===== src/hdl/rau_pkg.sv =====
// Package with the shared types and constants of the rational arithmetic unit.
`timescale 1ns / 1ps
package rau_pkg;

  localparam int unsigned VALUE_WIDTH = 32;
  localparam int unsigned WIDE_W      = 64;
  localparam int unsigned CNT_W       = $clog2(WIDE_W + 1);

  typedef enum logic [2:0] {
    OP_ADD = 3'd0,
    OP_SUB = 3'd1,
    OP_MUL = 3'd2,
    OP_DIV = 3'd3,
    OP_CMP = 3'd4
  } op_e;

  typedef enum logic [1:0] {
    ST_OK   = 2'd0,
    ST_DIV0 = 2'd1,
    ST_OVF  = 2'd2
  } status_e;

  typedef enum logic [3:0] {
    S_IDLE, S_MUL0, S_MUL1, S_MUL2, S_MUL3, S_COMB, S_SIGN,
    S_GCD_GO, S_GCD, S_DIVN_GO, S_DIVN, S_DIVD_GO, S_DIVD, S_FIN
  } state_e;

  // Handshake between the sequencer and an iterative unit.
  typedef struct packed {
    logic start;
  } unit_req_t;

  typedef struct packed {
    logic done;
  } unit_rsp_t;

endpackage


===== src/hdl/rau_mul.sv =====
// Shared signed multiplier with a registered product.
`timescale 1ns / 1ps
module rau_mul (
  input  logic                          clk_i,
  input  logic signed [rau_pkg::VALUE_WIDTH-1:0] a_i,
  input  logic signed [rau_pkg::VALUE_WIDTH-1:0] b_i,
  output logic signed [rau_pkg::WIDE_W-1:0]      prod_o
);
  import rau_pkg::*;

  // Both operands are sign-extended to the product width by the assignment context.
  always_ff @(posedge clk_i) begin
    prod_o <= a_i * b_i;
  end

endmodule


===== config.mk =====
export PLATFORM = sky130hd
export DESIGN_NAME = rau_mul
export DESIGN_NICKNAME = d
export VERILOG_FILES = /design/src/hdl/rau_pkg.sv /design/src/hdl/rau_mul.sv
export SDC_FILE = /design/constraint.sdc
export NUM_CORES = 2
export LEC_CHECK = 0
export ABC_CLOCK_PERIOD_IN_PS = 9500
export BUFFER_PORTS_ARGS = -buffer_cell sky130_fd_sc_hd__buf_2
export CAP_MARGIN = 20
export CORE_UTILIZATION = 40
export DETAILED_ROUTE_END_ITERATION = 16
export GPL_TIMING_DRIVEN = 1
export PLACE_DENSITY_LB_ADDON = 0.12
export SLEW_MARGIN = 20
export SYNTH_ARGS = -nofsm -noshare
export SYNTH_HDL_FRONTEND = slang
export SYNTH_SLANG_ARGS = --single-unit

===== constraint.sdc =====
create_clock -name clk_i -period 9.5 [get_ports clk_i]
set_input_delay 0 -clock clk_i [delete_from_list [all_inputs] [get_ports clk_i]]
set_output_delay 0 -clock clk_i [all_outputs]
set_load 0.01 [all_outputs]

==> summary.md <==
| Metric | Value |
|---|---|
| Status | complete, no violations |
| Top cells by instance count after synthesis | 1,082 x fa_1, 952 x inv_1, 516 x and2_1 |
| Count leader, synth | fa_1 |
| Final GP Congestion | 0.835 |
| Most used DFF post-synth | dfxtp_1 |
| Routed wl met3 | 3.50 mm |
| TritonRoute pass-1 iters | 5 |
| CTS resizes | 0 |
| Die Width | 307 um |
| Design Area, Final | 0.0392 sq mm |
| Synthesized area | 0.0372 sq mm |
| Post-synthesis mux area share | 0% |
| Critical path class | in2reg |
| Data required, critical path | 9.84 ns |
| CTS Root Cell | clkbuf_16 |
| CP Max Fanout | 25 |
| Setup Buffers After CTS | 0 |
| CTS tree | yes |
| Post-synth top area share | 58.2% |
| Clk slew on worst S/H paths | 0.06 ns |
| DR top layer | met5 |
| CTS Buf Count | 9 |
| Top flop regs | prod_o: 64 flops |
| Post-Synth XOR/XNOR Area | 1.76% |
| Routed vias/inst | 4.91 |
| Gate Count Post-Synth | 3,884 |
| P&R area growth vs syn | 5.37% |
| Arrival @ worst endpoint | 8.47 ns |
| Pin count of the biggest net entering global routing | 33 |
| Clk buf depth | 2 |
| CTS Hold Bufs | 0 |
| Max Freq | 0.123 GHz |
| Initial Util | 40.5% |
| Post-synthesis simple-gate area fraction | 15.4% |
| Nets | 5,192 |
| Register bit total from synthesis | 64 |
| Number of port buffers | 128 |
| Die Span Y | 307 um |
| Max cap viols | 0 |
| Post-synthesis sequential area ratio | 3.44% |
| Vias in the first global route | 28,400 |
| H-tree level count | 3 |
| # DRC | 0 |
| Final setup violation count | 0 |
| Post-Route M1 WL | 45.6 mm |
| Async S/R FF share, synth | 0% |
| Worst hold-check path type | in2reg |
| Antenna fix cells | 0 |
| Hold violation count in the final report | 0 |
| Vias post-DR | 25,100 |
| Tcrit/Tclk final | 85.6% |
| RSZ-0062 raised after global routing | no |
| ANT nets after route | 0 |
| # rows | 111 |
| Final TNS setup | 0 ns |
| Sink Count | 64 |
| Largest family of logic cells by synthesized area | adder cells |
| Final min period | 8.13 ns |
| Placed cell areas | 0.0390 sq mm |
| Fin util | 42.7% |
| Adder and majority cell fraction of the synthesized area | 64.3% |
| DR WL met2 | 55.0 mm |
| Yosys cell types | 63 |
| HPWL after DPL | 88.9 mm |
| Drt total wl | 107 mm |
| Slew Limit Fails | 0 |
| Total grt overflow | 0 |
| Initial DRC count | 1,119 |
| Top cells by area, synth | fa_1 58%, inv_1 9.6%, and2_1 8.7%, ha_1 6.2%, nand2_1 5.2% |
| Max reg flops | 64 |
| Share of cells above drive strength 1 | 5.25% |
| Headroom to the max-slew limit | 40.0% |
| Synth warn | 0 |
| I/O Pins | 129 |
| Initial antenna violation count | 9 |
| Avg Inst Size Synth | 9.59 sq um |
| Startpoint Class | primary input |
| Die ar. | 0.0943 sq mm |
| Core area | 0.0919 sq mm |
| WL/cell | 21.0 um |
| First-pass GRT wire length | 171 mm |
| Cell taking the most area after synthesis | fa_1 |
| Worst-Margin Slew | 0.900 ns |
| Post-synth EDFFs | 0 |
| Post-synthesis compound-gate area fraction | 3.46% |
| Syn nets | 5,215 |
| Total GRT Usage | 24.3% |
| CP endpoint kind | flop |
| Top reg by flops | prod_o |
==> metrics by stage <==
step | setup WS [ns] | std cells | hold slack (ns)
floorplan | 2.24 | 3884 | 0.127
global placement | 0.913 | 5093 | 0.396
detailed placement | 0.956 | 5093 | 0.392
CTS | 1.34 | 5108 | 0.125
global route | 0.908 | 5108 | 0.138
finish | 1.37 | 5108 | 0.138
==> layout by cell type, fill, tap and decap left out, types with 3 or more instances in the layout <==
| cell | instances |
|---|---|
| a211oi_1 | 4 |
| a211oi_2 | 3 |
| a21boi_0 | 3 |
| a21o_1 | 23 |
| a21oi_1 | 68 |
| a31oi_1 | 12 |
| and2_1 | 516 |
| and3_1 | 7 |
| and4_1 | 3 |
| buf_2 | 128 |
| buf_4 | 38 |
| clkbuf_16 | 9 |
| dfxtp_1 | 64 |
| fa_1 | 1082 |
| ha_1 | 184 |
| inv_1 | 952 |
| nand2_1 | 511 |
| nand2b_1 | 9 |
| nand3_1 | 15 |
| nand4_1 | 7 |
| nor2_1 | 42 |
| nor2b_1 | 3 |
| nor3_1 | 6 |
| o211ai_1 | 3 |
| o21a_1 | 4 |
| o21ai_0 | 28 |
| o21bai_1 | 15 |
| o31ai_1 | 6 |
| or3_1 | 4 |
| xnor2_1 | 53 |
| xor2_1 | 22 |
==> area by class of cell <==
class | instances | area [sq um]
repair buffers | 166 | 926
well taps | 1243 | 1560
flip-flops and latches | 64 | 1280
multi-input cells | 2668 | 31600
clock inverters | 3 | 17.5
inverters | 952 | 3570
fillers | 9294 | 52700
clock buffers | 12 | 256
==> path summary, 6_finish.rpt <==
path | startpoint | to | slack [ns] | cells past startpoint
worst max-delay path | b_i[8] | prod_o[60] | 1.37 | 26
worst min-delay path | b_i[0] | prod_o[0] | 0.14 | 2
==> kinds of logic (layout without fill, tap and decap cells) <==
kind of cell    after synthesis  count (layout)
simple gates               1134            1134
fa+ha+maj                  1266            1266
compound gates              193             193
buf+inv                    1152            1133
xor+xnor                     75              75
flops                        64              64
==> layer usage <==
layer	track usage (%)	vias up
li1	-	11000
met3	2.35	108
met2	42.5	490
met5	0	-
met4	7.12	8
met1	32.0	13500
==> critical path, stage by stage <==
cell,delay [ns]
buf_2,0.55
nand2_1,0.30
fa_1,0.83
inv_1,0.11
fa_1,0.56
inv_1,0.07
fa_1,0.50
fa_1,0.51
inv_1,0.05
fa_1,0.57
fa_1,0.43
fa_1,0.49
inv_1,0.06
fa_1,0.50
inv_1,0.04
ha_1,0.39
and4_1,0.28
nand2_1,0.16
nor2_1,0.07
a2111oi_2,0.59
o22a_1,0.22
o211ai_1,0.19
a2111oi_1,0.47
o21bai_1,0.14
a21oi_1,0.18
xnor2_1,0.13
Power is not shown: default switching activity piles up to over one toggle a cycle in this logic, so the estimate is an artifact.
