--- src/hdl/rau_pkg.sv ---
// Package with the shared types and constants of the rational arithmetic unit.
`timescale 1ns / 1ps
package rau_pkg;

  localparam int unsigned VALUE_WIDTH = 32;
  localparam int unsigned WIDE_W      = 64;
  localparam int unsigned CNT_W       = $clog2(WIDE_W + 1);

  typedef enum logic [2:0] {
    OP_ADD = 3'd0,
    OP_SUB = 3'd1,
    OP_MUL = 3'd2,
    OP_DIV = 3'd3,
    OP_CMP = 3'd4
  } op_e;

  typedef enum logic [1:0] {
    ST_OK   = 2'd0,
    ST_DIV0 = 2'd1,
    ST_OVF  = 2'd2
  } status_e;

  typedef enum logic [3:0] {
    S_IDLE, S_MUL0, S_MUL1, S_MUL2, S_MUL3, S_COMB, S_SIGN,
    S_GCD_GO, S_GCD, S_DIVN_GO, S_DIVN, S_DIVD_GO, S_DIVD, S_FIN
  } state_e;

  // Handshake between the sequencer and an iterative unit.
  typedef struct packed {
    logic start;
  } unit_req_t;

  typedef struct packed {
    logic done;
  } unit_rsp_t;

endpackage

--- src/hdl/rau_div.sv ---
// Iterative restoring unsigned divider, one quotient bit per cycle.
`timescale 1ns / 1ps
module rau_div (
  input  logic                         clk_i,
  input  logic                         rst_ni,
  input  rau_pkg::unit_req_t           req_i,
  input  logic [rau_pkg::WIDE_W-1:0]   dividend_i,
  input  logic [rau_pkg::WIDE_W-1:0]   divisor_i,
  output rau_pkg::unit_rsp_t           rsp_o,
  output logic [rau_pkg::WIDE_W-1:0]   quot_o
);
  import rau_pkg::*;

  logic [WIDE_W:0]   rem_q;
  logic [WIDE_W-1:0] dvs_q;
  logic [CNT_W-1:0]  cnt_q;
  logic              busy_q, done_q;
  logic [WIDE_W:0]   shifted;
  logic [WIDE_W:0]   trial;

  assign shifted = {rem_q[WIDE_W-1:0], quot_o[WIDE_W-1]};
  assign trial   = shifted - {1'b0, dvs_q};

  always_ff @(posedge clk_i or negedge rst_ni) begin
    if (!rst_ni) begin
      busy_q <= 1'b0;
      done_q <= 1'b0;
      cnt_q  <= '0;
    end else begin
      done_q <= 1'b0;
      if (req_i.start) begin
        busy_q <= 1'b1;
        cnt_q  <= '0;
      end else if (busy_q) begin
        cnt_q <= cnt_q + CNT_W'(1);
        if (cnt_q == CNT_W'(WIDE_W - 1)) begin
          busy_q <= 1'b0;
          done_q <= 1'b1;
        end
      end
    end
  end

  always_ff @(posedge clk_i) begin
    if (req_i.start) begin
      rem_q  <= '0;
      dvs_q  <= divisor_i;
      quot_o <= dividend_i;
    end else if (busy_q) begin
      if (!trial[WIDE_W]) begin
        rem_q  <= trial;
        quot_o <= {quot_o[WIDE_W-2:0], 1'b1};
      end else begin
        rem_q  <= shifted;
        quot_o <= {quot_o[WIDE_W-2:0], 1'b0};
      end
    end
  end

  assign rsp_o.done = done_q;

endmodule

--- config.mk ---
export PLATFORM = sky130hd
export DESIGN_NAME = rau_div
export DESIGN_NICKNAME = d
export VERILOG_FILES = /design/src/hdl/rau_pkg.sv /design/src/hdl/rau_div.sv
export SDC_FILE = /design/constraint.sdc
export NUM_CORES = 1
export LEC_CHECK = 0
export ABC_AREA = 1
export BUFFER_PORTS_ARGS = -buffer_cell sky130_fd_sc_hd__buf_2
export CAP_MARGIN = 20
export CELL_PAD_IN_SITES_DETAIL_PLACEMENT = 1
export CELL_PAD_IN_SITES_GLOBAL_PLACEMENT = 1
export CORE_MARGIN = 5
export CORE_UTILIZATION = 43
export CTS_BUF_LIST = sky130_fd_sc_hd__clkbuf_4
export DETAILED_ROUTE_END_ITERATION = 8
export PLACE_DENSITY_LB_ADDON = 0.08
export SETUP_SLACK_MARGIN = 0.1
export SLEW_MARGIN = 20
export SYNTH_ARGS = -nofsm -noshare
export SYNTH_HDL_FRONTEND = slang
export SYNTH_SLANG_ARGS = --single-unit
--- constraint.sdc ---
create_clock -name clk_i -period 2.8 [get_ports clk_i]
set_input_delay 0.7 -clock clk_i [delete_from_list [all_inputs] [get_ports clk_i]]
set_output_delay 0.7 -clock clk_i [all_outputs]
set_load 0.02 [all_outputs]
==> summary.md <==
| Metric | Value |
|---|---|
| Status | `finished clean` |
| Row Count | `68` |
| Syn avg cell area | `6.48 um^2` |
| Most common library cells after synthesis | `1056 x nand2_1, 495 x inv_1, 128 x edfxtp_1, 109 x nor2_1, 95 x nand3_1` |
| Max Fclk | `378 MHz` |
| Initial antenna violation count | `4` |
| Sink Count | `around 200` |
| Final Critical Period | `2.64 ns` |
| Fill cells | `4700` |
| Nets@finish | `~2700` |
| Root Buffer | `clkbuf_4` |
| Worst Path Required | `about 3.3 ns` |
| Routed vias | `roughly 15000` |
| Post-Synth Simple-Gate Area | `between 30% and 40%` |
| Internal | `just over 5 mW` |
| CORE AREA | `between 30000 and 40000 um^2` |
| CP peak stage delay | `~0.4 ns` |
| Syn Nets | `2499` |
| H-tree depth | `2` |
| Flop pwr share | `46.7%` |
| Pleak | `between 10 and 15 nW` |
| Critical path fanouts, max | `8` |
| Mux cell area share after synthesis | `0%` |
| Hold Path Class | `input port to flip-flop` |
| PD cells | `a little over 400 nW/um^2` |
| Die W | `~200 um` |
| Total CTS buffers | `56` |
| Seq. cell area | `approximately 5400 um^2` |
| Period utilization | `approximately 94%` |
| Vias in the first global route | `15369` |
| Post-synthesis sequential area ratio | `35.9%` |
| Synth Area in Compound Gates | `under 10%` |
| Die H | `between 150 and 200 um` |
| Proportion of netlist area held by the largest area contributor | `a little over a quarter` |
| Post-synthesis adder-cell area fraction | `around 5.6%` |
| Clock power share | `between 30% and 40%` |
| Placed cell count | `2934` |
| DRC Markers | `0` |
| Final TNS setup | `0 ns` |
| I/O pin cnt | `~200` |
| DRT antenna net count | `0` |
| Skew final | `0.0574 ns` |
| Clk Latency, worst-skew pair | `~0.8 ns` |
| CP startpoint kind | `flip-flop` |
| Slowest cell on crit path | `ha_1` |
| Crit-path cells | `inv_1 > ha_1 > nand2_1 > nor2_2 > nand2_2 > nor4_4 > nand2_4 > nand2_4 > nand2_4 > nand2_8 > clkbuf_16 > o21ai_1` |
| Starting Density | `43.4%` |
| RSZ-0062 raised after global routing | `true` |
| Routability cong. | `approximately 0.99` |
| Total die area | `about 38000 um^2` |
| Final Total Pwr | `~7.3 mW` |
| Worst Setup End Kind | `flip-flop` |
| CTS max path bufs | `3` |
| WL final | `between 50000 and 60000 um` |
| Via-to-Cell Ratio | `around 4.8` |
| Worst-Margin Slew | `approximately 0.77 ns` |
| Synth-to-layout area growth | `18.8%` |
| Synth Area in XOR/XNOR | `~1.8%` |
| IO Port Bufs | `195` |
| Final hold vios | `0` |
| Worst-path clk slew | `approximately 0.07 ns` |
| Psw | `around 2.1 mW` |
| Yosys warns | `0` |
| Area contributors post-synth | `nand2_1 27%, edfxtp_1 26%, inv_1 12%` |
| Drt pass-1 iters | `5` |
| Async SR Flop Fraction | `around 4.5%` |
| Combinational group share of total power | `between 10% and 20%` |
| Number of synthesized flops with an enable pin | `128` |
| Starting DRT DRC Count | `just under 700` |
| Yosys cell types | `34` |
| Max VDD drop | `approximately 0.43 mV` |
| Post-Layout Cell Count | `3056` |
| Final setup fails | `0` |
| Switching share of total power | `roughly 30%` |
| Mapped Cells | `around 2300` |
| Largest net degree at the start of global routing | `66` |
| Ys flop type | `edfxtp_1` |
| Cell Area, Synth | `~15000 um^2` |
| Largest family of logic cells by synthesized area | `simple AND/OR/NAND/NOR gates` |
| GRT Total Usage | `roughly a quarter` |
| Post-DR wirelength/cell | `roughly 17 um` |
| Congestion Overflow GR | `0` |
| Area leader, netlist | `nand2_1` |
| CTS tree | `built` |
| CP arrival | `3.13 ns` |
| Max Slew Vio Count | `0` |
| Yosys reg bits | `~200` |
| First-pass GRT wire length | `a little under 80000 um` |
| DPL Wire Length | `just under 40000 um` |
| Max-cap viol count | `0` |
| Layout cells sized above 1 | `a little under a fifth` |
| Max-slew headroom | `between 40% and 50%` |
| Area of the multi-input gates | `7620 um^2` |
| Cell mode on critical path | `nand2_4` |
| Most frequent cell after synthesis | `nand2_1` |
| WS Path Type | `flip-flop to flip-flop` |
==> registers in the layout (all words and copies together) (netlist names) <==
name	cells
dvs_q	64
quot_o	64
rem_q	64
cnt_q	7
busy_q	1
rsp_o	1
==> cells in the final DEF (no fill, tap or decap), types with 3 or more instances in the layout <==
| cell | Yosys | routed |
|---|---|---|
| clkinv_1 | 3 | 9 |
| buf_4 | 0 | 24 |
| clkinv_2 | 0 | 4 |
| o21bai_1 | 3 | 3 |
| dfxtp_1 | 64 | 63 |
| edfxtp_1 | 128 | 128 |
| clkbuf_4 | 0 | 93 |
| a21oi_1 | 49 | 47 |
| inv_2 | 9 | 11 |
| nand3b_1 | 8 | 8 |
| ha_2 | 0 | 13 |
| dfrtp_1 | 9 | 9 |
| nand3_1 | 95 | 93 |
| buf_2 | 9 | 194 |
| nand2_1 | 1056 | 1037 |
| inv_1 | 495 | 493 |
| ha_1 | 65 | 52 |
| buf_12 | 4 | 4 |
| nor2_1 | 109 | 99 |
| nand2_2 | 16 | 29 |
| nand2_4 | 30 | 34 |
| o21ai_0 | 15 | 15 |
| xnor2_1 | 26 | 26 |
| xor2_1 | 5 | 5 |
| nor2_4 | 3 | 8 |
| clkbuf_16 | 0 | 7 |
| nand4_1 | 10 | 10 |
| nand3_2 | 31 | 31 |
| nor4_1 | 3 | 3 |
| nor3_1 | 12 | 12 |
| a21oi_2 | 3 | 3 |
| nor2_2 | 7 | 12 |
==> worst paths after layout <==
path                                            from                    to  slack, ns  cells past startpoint
worst max-delay path             dvs_q[44]$_DFFE_PP_   quot_o[0]$_DFFE_PP_       0.16                     12
worst min-delay path                   divisor_i[27]   dvs_q[27]$_DFFE_PP_       0.08                      1
worst max register to register   dvs_q[44]$_DFFE_PP_   quot_o[0]$_DFFE_PP_       0.16                     12
worst min register to register  cnt_q[6]$_DFFE_PN0P_       rsp_o$_DFF_PN0_       0.46                      1
max in group asynchronous                     rst_ni  cnt_q[0]$_DFFE_PN0P_       2.25                      2
min in group asynchronous                     rst_ni  cnt_q[6]$_DFFE_PN0P_       0.35                      2
==> final cells by class <==
cell class | instances | area share (%)
Inverter | 507 | 10.8
Multi-Input combinational cell | 1551 | 43.0
Antenna cell | 1 | 0.0141
Tap cell | 455 | 3.21
Clock buffer | 93 | 3.94
Timing Repair Buffer | 235 | 8.51
Clock inverter | 13 | 0.360
Sequential cell | 201 | 30.2
==> critical path, delay by kind of cell (launching register included) <==
family	cells	cell delay [ns]
adder cells (fa/ha/maj)	1	0.41
flip-flops	1	0.32
AND/OR/NAND/NOR	8	1.33
buffers and inverters	2	0.27
AO/OA/AOI/OAI	1	0.06
==> metal layers <==
| metal | vias up | part of all wire (%) | global-route usage (%) |
|---|---|---|---|
| met5 | - | 0.067 | 0 |
| met4 | 6 | 2.8 | 7.89 |
| met2 | 361 | 47 | 42.1 |
| li1 | 7401 | - | - |
| met1 | 6856 | 44 | 32.2 |
| met3 | 79 | 6.1 | 5.26 |
==> cell families (layout without fill, tap and decap cells) <==
| group | count (synthesis) | after routing |
|---|---|---|
| buffers and inverters | 550 | 848 |
| other | 0 | 1 |
| AND/OR/NAND/NOR | 1383 | 1383 |
| adder cells (fa/ha/maj) | 66 | 66 |
| XOR/XNOR | 31 | 31 |
| AO/OA/AOI/OAI | 71 | 71 |
| flip-flops | 201 | 201 |
==> power groups by stage <==
| stage | clock network (mW) | registers (mW) | logic, mW |
|---|---|---|---|
| finish | 2.90 | 3.42 | 1.01 |
| global route | 3.21 | 3.43 | 1.12 |
| CTS | 3.01 | 3.42 | 0.995 |
| detailed placement | 0 | 3.48 | 0.988 |
| global placement | 0 | 3.47 | 0.958 |
| floorplan | 0 | 3.57 | 0.496 |
==> through the flow <==
step                worst slack (ns)  cell area, um^2  util, %  hold WS, ns
finish                         0.156            17700     51.5       0.0771
global route                  0.0795            17700     51.5       0.0162
CTS                           0.0913            17300     50.2      0.00260
detailed placement            0.0292            16500     47.9        0.452
global placement              0.0954            16500     47.9        0.445
floorplan                      0.110            14900        -        0.404
==> timing repair <==
| item | 4_1_cts | 5_1_grt |
|---|---|---|
| setup buffers | 1 | 3 |
| resized for setup | 1 | 63 |
| hold buffers | 2 | 0 |
| cloned | 0 | 9 |
| endpoints found under the hold margin | 10 | 0 |
| endpoints found under the setup margin | 8 | 65 |
| pin swaps | 1 | 9 |
Power figures use the tool's default switching activity.
